File: config.mk
export PLATFORM = sky130hd
export DESIGN_NAME = key_credential_tlv_parser
export DESIGN_NICKNAME = d
export VERILOG_FILES = /design/src/sv/kctp_pkg.sv /design/src/sv/kctp_parse.sv /design/src/sv/key_credential_tlv_parser.sv
export VERILOG_INCLUDE_DIRS = /design/src /design/src/sv
export SDC_FILE = /design/constraint.sdc
export NUM_CORES = 1
export LEC_CHECK = 0
export BUFFER_PORTS_ARGS = -buffer_cell sky130_fd_sc_hd__buf_2
export CAP_MARGIN = 0
export CORE_MARGIN = 2
export CORE_UTILIZATION = 40
export DETAILED_ROUTE_END_ITERATION = 8
export GPL_TIMING_DRIVEN = 0
export SYNTH_ARGS = -nofsm -noshare
export SYNTH_HDL_FRONTEND = slang
export SYNTH_SLANG_ARGS = --single-unit
export TNS_END_PERCENT = 10
File: constraint.sdc
create_clock -name clk -period 7.85 [get_ports clk]
set_input_delay 1.1775 -clock clk [delete_from_list [all_inputs] [get_ports clk]]
set_output_delay 1.1775 -clock clk [all_outputs]
set_load 0.005 [all_outputs]
File: src/sv/key_credential_tlv_parser_defines.svh
// ----------------------------------------------------------------------------
// Key credential TLV parser: assertion macros
// Shared concurrent assertion forms, clocked on clk and disabled in reset.
// ----------------------------------------------------------------------------
`ifndef KEY_CREDENTIAL_TLV_PARSER_DEFINES_SVH
`define KEY_CREDENTIAL_TLV_PARSER_DEFINES_SVH

`ifndef SYNTHESIS
// Same-cycle implication
`define KCTP_ASSERT_IMP(name, cond, prop) \
	name: assert property (@(posedge clk) disable iff (!arst_n) (cond) |-> (prop)) \
		else $error("kctp assertion failed");
// Next-cycle implication
`define KCTP_ASSERT_NXT(name, cond, prop) \
	name: assert property (@(posedge clk) disable iff (!arst_n) (cond) |=> (prop)) \
		else $error("kctp assertion failed");
`else
`define KCTP_ASSERT_IMP(name, cond, prop)
`define KCTP_ASSERT_NXT(name, cond, prop)
`endif

`endif

File: src/sv/kctp_pkg.sv
// ----------------------------------------------------------------------------
// Key credential TLV parser package
// Phase codes, entry ids, timing constants and the result record.
// ----------------------------------------------------------------------------
package kctp_pkg;

	// parse phases
	localparam logic [2:0] PH_HEADER = 3'd0;
	localparam logic [2:0] PH_LEN_LO = 3'd1;
	localparam logic [2:0] PH_LEN_HI = 3'd2;
	localparam logic [2:0] PH_ID     = 3'd3;
	localparam logic [2:0] PH_VALUE  = 3'd4;

	// entry ids
	localparam logic [7:0] ID_USAGE = 8'h04;
	localparam logic [7:0] ID_TIME  = 8'h09;
	localparam logic [7:0] NO_USAGE = 8'hFF;

	// one day in 100 ns ticks = 52734375 << 14
	localparam logic [25:0] TICKS_DAY_ODD   = 26'd52734375;
	localparam int          TICKS_DAY_SHIFT = 14;
	localparam int          LIMIT_W         = 16 + 26 + TICKS_DAY_SHIFT;
	localparam logic [15:0] DAYS_RESET      = 16'd90;

	// APB register select (paddr bit 3)
	localparam logic REG_CURRENT_TIME = 1'b0;
	localparam logic REG_RECENT_DAYS  = 1'b1;

	typedef struct packed {
		logic        header_ok;
		logic [7:0]  key_usage;
		logic        time_found;
		logic [63:0] created_time;
	} kctp_result_t;

endpackage

File: src/sv/kctp_parse.sv
// ----------------------------------------------------------------------------
// Key credential TLV parser: byte parser
// Holds the parse state; one byte per accepted beat, a final byte resets it.
// ----------------------------------------------------------------------------
module kctp_parse (
	input  logic                  clk,
	input  logic                  arst_n,
	input  logic                  take,
	input  logic [7:0]            blob_byte,
	input  logic                  final_byte,
	output kctp_pkg::kctp_result_t res
);
	import kctp_pkg::*;

	logic [2:0]  phase_q, phase_n;
	logic [1:0]  hcnt_q, hcnt_n;
	logic [15:0] len_q, len_n;
	logic [15:0] left_q, left_n;
	logic [7:0]  id_q, id_n;
	logic [63:0] shift_q, shift_n;
	logic [3:0]  idx_q, idx_n;
	logic [7:0]  usage_q, usage_n;
	logic [63:0] time_q, time_n;
	logic        seen_q, seen_n;

	always_comb begin
		phase_n = phase_q;
		hcnt_n  = hcnt_q;
		len_n   = len_q;
		left_n  = left_q;
		id_n    = id_q;
		shift_n = shift_q;
		idx_n   = idx_q;
		usage_n = usage_q;
		time_n  = time_q;
		seen_n  = seen_q;
		case (phase_q)
			PH_LEN_LO: begin
				len_n   = {8'd0, blob_byte};
				phase_n = PH_LEN_HI;
			end
			PH_LEN_HI: begin
				len_n   = {blob_byte, len_q[7:0]};
				phase_n = PH_ID;
			end
			PH_ID: begin
				id_n    = blob_byte;
				left_n  = len_q;
				shift_n = '0;
				idx_n   = '0;
				phase_n = (len_q == 16'd0) ? PH_LEN_LO : PH_VALUE;
			end
			PH_VALUE: begin
				// capture only the first eight value bytes
				if (!idx_q[3]) begin
					for (int i = 0; i < 8; i++) begin
						if (idx_q[2:0] == 3'(i))
							shift_n[8*i +: 8] = blob_byte;
					end
					idx_n = idx_q + 4'd1;
				end
				left_n = left_q - 16'd1;
				if (left_q == 16'd1) begin
					phase_n = PH_LEN_LO;
					if (id_q == ID_USAGE && len_q >= 16'd1) begin
						usage_n = shift_n[7:0];
					end else if (id_q == ID_TIME && len_q >= 16'd8) begin
						time_n = shift_n;
						seen_n = 1'b1;
					end
				end
			end
			default: begin
				// header phase; unused codes behave the same
				if (hcnt_q == 2'd3) begin
					hcnt_n  = 2'd0;
					phase_n = PH_LEN_LO;
				end else begin
					hcnt_n  = hcnt_q + 2'd1;
					phase_n = PH_HEADER;
				end
			end
		endcase
	end

	assign res.header_ok    = (phase_n != PH_HEADER);
	assign res.key_usage    = usage_n;
	assign res.time_found   = seen_n;
	assign res.created_time = time_n;

	always_ff @(posedge clk or negedge arst_n) begin
		if (!arst_n) begin
			phase_q <= PH_HEADER;
			hcnt_q  <= '0;
			len_q   <= '0;
			left_q  <= '0;
			id_q    <= '0;
			shift_q <= '0;
			idx_q   <= '0;
			usage_q <= NO_USAGE;
			time_q  <= '0;
			seen_q  <= 1'b0;
		end else if (take) begin
			if (final_byte) begin
				// blob done: back to the reset parse state
				phase_q <= PH_HEADER;
				hcnt_q  <= '0;
				len_q   <= '0;
				left_q  <= '0;
				id_q    <= '0;
				shift_q <= '0;
				idx_q   <= '0;
				usage_q <= NO_USAGE;
				time_q  <= '0;
				seen_q  <= 1'b0;
			end else begin
				phase_q <= phase_n;
				hcnt_q  <= hcnt_n;
				len_q   <= len_n;
				left_q  <= left_n;
				id_q    <= id_n;
				shift_q <= shift_n;
				idx_q   <= idx_n;
				usage_q <= usage_n;
				time_q  <= time_n;
				seen_q  <= seen_n;
			end
		end
	end

endmodule

File: src/sv/key_credential_tlv_parser.sv
// ----------------------------------------------------------------------------
// Key credential TLV parser
// Walks a credential blob byte by byte and reports usage, creation time
// and recency once per blob.
// ----------------------------------------------------------------------------
// Usage:
// - Feed the blob on the s_ channel, one byte per beat in s_tdata, with
//   s_tlast high on the final byte. Bytes are taken one per cycle while s_tready is high.
// - Each blob yields one result beat on the m_ channel when its final byte
//   is taken; no result comes out for other bytes.
// - The parse itself finishes in the cycle the byte is taken. A final beat
//   taken loads the result stage, and the recency compare (64-bit subtract
//   and compare) is registered with the result in the output register,
//   which drives m_tvalid.
// - Throughput: one byte per cycle while s_tready is high.
// - When the receiver stalls, the result waits in the output register and
//   the result stage behind it; bytes keep flowing until both hold results
//   and then s_tready drops.
// - Reset clears the parse state (kept usage 255, no time), the pipeline,
//   current_time to 0 and recent_days to 90.
// - APB: current_time at 0x0, recent_days at 0x8. Write only while idle.
// ----------------------------------------------------------------------------
`include "key_credential_tlv_parser_defines.svh"

module key_credential_tlv_parser (
	input  logic        clk,
	input  logic        arst_n,
	// blob byte stream
	input  logic        s_tvalid,
	output logic        s_tready,
	input  logic [7:0]  s_tdata,   // [7:0] blob_byte
	input  logic        s_tlast,   // final_byte
	// result stream
	output logic        m_tvalid,
	input  logic        m_tready,
	output logic [79:0] m_tdata,   // [0] header_ok, [8:1] key_usage, [9] time_found,
	                               // [73:10] created_time, [74] is_recent, [79:75] zero
	// configuration
	input  logic        psel,
	input  logic        penable,
	input  logic        pwrite,
	input  logic [3:0]  paddr,
	input  logic [63:0] pwdata,
	output logic [63:0] prdata,
	output logic        pready
);
	import kctp_pkg::*;

	logic [63:0]        cur_time_q;
	logic [15:0]        days_q;
	logic [LIMIT_W-1:0] limit_q;
	logic [41:0]        limit_odd;
	logic               cfg_wr;

	logic               take;
	logic               move;
	kctp_result_t       res;
	kctp_result_t       res_s1;
	logic               vld_s1;
	kctp_result_t       res_s2;
	logic               recent_s2;
	logic               vld_s2;
	logic [63:0]        age;
	logic               recent;

	// configuration registers; keep the day limit in ticks precomputed
	assign pready    = 1'b1;
	assign cfg_wr    = psel && penable && pwrite && pready;
	assign limit_odd = 42'(pwdata[15:0]) * 42'(TICKS_DAY_ODD);
	assign prdata    = (paddr[3] == REG_RECENT_DAYS) ? {48'd0, days_q} : cur_time_q;

	always_ff @(posedge clk or negedge arst_n) begin
		if (!arst_n) begin
			cur_time_q <= '0;
			days_q     <= DAYS_RESET;
			limit_q    <= LIMIT_W'(DAYS_RESET) * LIMIT_W'(TICKS_DAY_ODD) << TICKS_DAY_SHIFT;
		end else if (cfg_wr) begin
			if (paddr[3] == REG_RECENT_DAYS) begin
				days_q  <= pwdata[15:0];
				limit_q <= {limit_odd, {TICKS_DAY_SHIFT{1'b0}}};
			end else begin
				cur_time_q <= pwdata;
			end
		end
	end

	// byte parser; advance on every accepted beat
	assign take = s_tvalid && s_tready;

	kctp_parse u_parse (
		.clk        (clk),
		.arst_n     (arst_n),
		.take       (take),
		.blob_byte  (s_tdata),
		.final_byte (s_tlast),
		.res        (res)
	);

	// result stage moves to output when output is empty or being taken
	assign move     = vld_s1 && (!vld_s2 || m_tready);
	assign s_tready = !vld_s1 || move;

	// recency: nonzero time and wrapped age below the limit
	assign age    = cur_time_q - res_s1.created_time;
	assign recent = res_s1.time_found && (res_s1.created_time != 64'd0) &&
	                (age < 64'(limit_q));

	always_ff @(posedge clk or negedge arst_n) begin
		if (!arst_n) begin
			vld_s1 <= 1'b0;
			vld_s2 <= 1'b0;
		end else begin
			if (take && s_tlast)
				vld_s1 <= 1'b1;
			else if (move)
				vld_s1 <= 1'b0;
			if (move)
				vld_s2 <= 1'b1;
			else if (m_tready)
				vld_s2 <= 1'b0;
		end
	end

	always_ff @(posedge clk) begin
		if (take && s_tlast)
			res_s1 <= res;
		if (move) begin
			res_s2    <= res_s1;
			recent_s2 <= recent;
		end
	end

	assign m_tvalid = vld_s2;
	assign m_tdata  = {5'd0, recent_s2, res_s2.created_time, res_s2.time_found,
	                   res_s2.key_usage, res_s2.header_ok};

	`KCTP_ASSERT_NXT(a_final_loads_s1, take && s_tlast, vld_s1)
	`KCTP_ASSERT_IMP(a_recent_needs_time, vld_s2 && recent_s2, res_s2.time_found)
	`KCTP_ASSERT_IMP(a_no_time_zero, vld_s2 && !res_s2.time_found, res_s2.created_time == 64'd0)
	`KCTP_ASSERT_IMP(a_short_blob_empty, vld_s2 && !res_s2.header_ok,
		res_s2.key_usage == NO_USAGE && !res_s2.time_found)

endmodule
==> run metrics <==
Power Total 11.2 mW; die height 278 um; WP data arrival 7.89 ns; vias in the first global route 23,000; # DRC 0; root buf cell clkbuf_16; Metal-1 WL 38,900 um; final core utilization 0.460; WL met3 4680 um; Max VDD drop 0.269 mV; 1st-iter DRT viols 1,647; first-pass GRT wire length 140,000 um; TritonCTS clock tree built; minimum clock period 7.42 ns; hold_ws 0.420 ns; fmax 135 MHz; post-synthesis register bit count 458; max-slew violations 0; Num Clock Sinks 458; Die Wd 278 um; Synth async-reset ratio 0.675; CP endpoint kind flip-flop; placed cells 4,160; layout cell share with drive strength beyond 1 0.142; clock slew at reported path FFs 0.06 ns; Final Cell Area 34,300 sq um; Mapped Area 30,100 sq um; Lkg Pwr 16.1 nW; Detailed Place HPWL 71,200 um; Hold WC Path Type reg2reg; Setup-failing EPs final 0; most common cell after layout, fill and taps aside inv_1; Cell Area, Placed 32,500 sq um; CTS Buffer Depth 3; Synthesis Warnings 0; Starting Density 0.404; IO buf count 221; initial antenna violation count 6; largest net degree at the start of global routing 107; most frequent cells in the layout inv_1, ha_1, dfrtp_1, nand2_1, buf_2; ys flop type dfrtp_1; WP data required 8.32 ns; gr ovfl total 0; r2r setup slk 1.44 ns; final worst-path cycle share 0.945; final hold vios 0; detailed-route wire length 90,900 um; nets@finish 3,744; EDFF count, synth 149; sequential area share after synthesis 0.407; critical path type in2reg; CP Max Fanout 10; DR top layer met5; Final Skew 0.0245 ns; clk_lat worst skew 0.62 ns; post-CTS sizing 0; DR WL/cell 21.4 um; core area 74,400 sq um; count of cell types in the netlist 75; Pwr Density 328 nW/um^2; Least-Margin Pin Slew 1.11 ns; routability cong. 0.958; status finished clean; Total Die Area 77,400 sq um; DR vias/cell 5.38; post-CTS setup buffer count 0; H-Tree Depth 2; Syn Inst Count 2,961; Vias 22,900; synth-to-layout area growth 13.9%; DRT Pass-1 Iters 5; row count 100; Filler cells 7,119; I/O pins 231; CTS buffer count 51; post-route insts no fill 4,258; Max-cap violations 0; DRT antenna net count 0; Post-Syn Area per Cell 10.2 sq um; Slew headroom 0.261; unrepaired setup endpoints after global routing false; CTS Hold Bufs 0; GRT Total Usage 0.236; metal2 WL 43,800 um; Setup crit start kind primary input
synthesized netlist by cell type (all sizes together) (5+ instances only):
library cell / n / area (sq um)
a21o: 51 / 383
or3: 8 / 50.1
or4: 6 / 48.8
nor3b: 6 / 45.0
or2: 7 / 43.8
inv: 352 / 1320
nand4: 39 / 244
nor2b: 64 / 400
ha: 293 / 3670
a31oi: 15 / 109
edfxtp: 149 / 4470
buf: 32 / 175
xnor2: 53 / 464
and2: 10 / 62.6
and4: 5 / 43.8
and3: 15 / 93.8
o21a: 13 / 97.6
nand3b: 5 / 37.5
mux2i: 66 / 661
nor4: 39 / 284
a211oi: 6 / 45.0
nand2b: 22 / 138
dfstp: 29 / 762
nor3: 25 / 125
o22a: 8 / 70.1
dfrtp: 280 / 7010
a21oi: 212 / 1080
o21bai: 12 / 90.1
fa: 123 / 2460
o31ai: 32 / 245
nand3: 28 / 140
a22o: 57 / 499
o211ai: 5 / 37.5
nor2: 158 / 593
mux2: 82 / 923
a21boi: 8 / 60.1
xor2: 31 / 272
nand2: 241 / 905
clkbuf: 101 / 380
o21ai: 234 / 1170
kinds of logic after synthesis:
logic type,after synthesis,share of synthesized area
XOR/XNOR,84,0.0245
adder cells (fa/ha/maj),416,0.204
AND/OR/NAND/NOR,685,0.110
other,2,0.000250
flip-flops,458,0.407
multiplexers,148,0.0527
AO/OA/AOI/OAI,683,0.139
buffers and inverters,485,0.0624
layer usage:
metal | GRT usage | up-vias
met5 | 0 | -
met4 | 0.0855 | 4
li1 | - | 10800
met2 | 0.398 | 651
met3 | 0.0311 | 136
met1 | 0.312 | 11300
sequential cells by signal, indices dropped and copies added, names as in the netlist, 16 cells and up:
register and cells:
cur_time_q 64, days_q 16, limit_q 41, m_tdata 74, res_s1 74, u_parse.left_q 16, u_parse.len_q 16, u_parse.shift_q 64
u_parse.time_q 64
power by group:
part	switching (mW)	internal [mW]	total, mW	leakage (nW)
clock network	1.05	1.40	2.45	0.844
registers	0.250	2.80	3.05	5.44
logic	3.38	2.34	5.73	9.81
layout make-up:
class / count / area, sq um / share of cell area
inverter: 352 / 1320 / 0.0386
antenna: 2 / 5.00 / 0.000146
clock buffer: 68 / 1430 / 0.0418
multi-input combinational: 2022 / 16000 / 0.466
tap: 969 / 1210 / 0.0354
sequential: 458 / 12200 / 0.357
clock inverter: 28 / 277 / 0.00807
timing repair buffer: 226 / 1230 / 0.0360
buffer: 133 / 556 / 0.0162
final timing paths:
kind | start | to | cells after the start
min in group asynchronous | arst_n | u_parse.time_q[54] | 1
setup / recovery | pwdata[14] | limit_q[53] | 26
max in group asynchronous | arst_n | cur_time_q[15] | 3
hold reg to reg | res_s1[70] | m_tdata[6] | 0
hold / removal | res_s1[70] | m_tdata[6] | 0
setup reg to reg | res_s1[17] | recent_s2 | 23
per-stage QoR:
| stage | setup TNS, ns | setup WS (ns) |
|---|---|---|
| 2_1_floorplan | 0 | 0.989 |
| 6_report | 0 | 0.431 |
| 5_1_grt | 0 | 0.0249 |
| 3_3_place_gp | -182.05 | -0.719 |
| 3_5_place_dp | -0.615 | -0.187 |
| 4_1_cts | 0 | 0.389 |
critical path, cell delays in order:
cell     delay [ns]
buf_2          0.29
inv_1          0.17
ha_1           0.37
fa_1           0.51
inv_1          0.05
fa_1           0.52
inv_1          0.05
fa_1           0.53
inv_1          0.06
fa_1           0.56
inv_1          0.07
fa_1           0.53
inv_1          0.04
ha_1           0.26
buf_2          0.19
nand2_1        0.08
nor3_1         0.33
nand4_1        0.16
o32ai_2        0.36
o21ai_1        0.22
o41ai_2        0.41
a41oi_1        0.31
a21oi_1        0.21
a21oi_1        0.09
xor2_1         0.23
o21ai_1        0.10
Power figures use the tool's default switching activity.
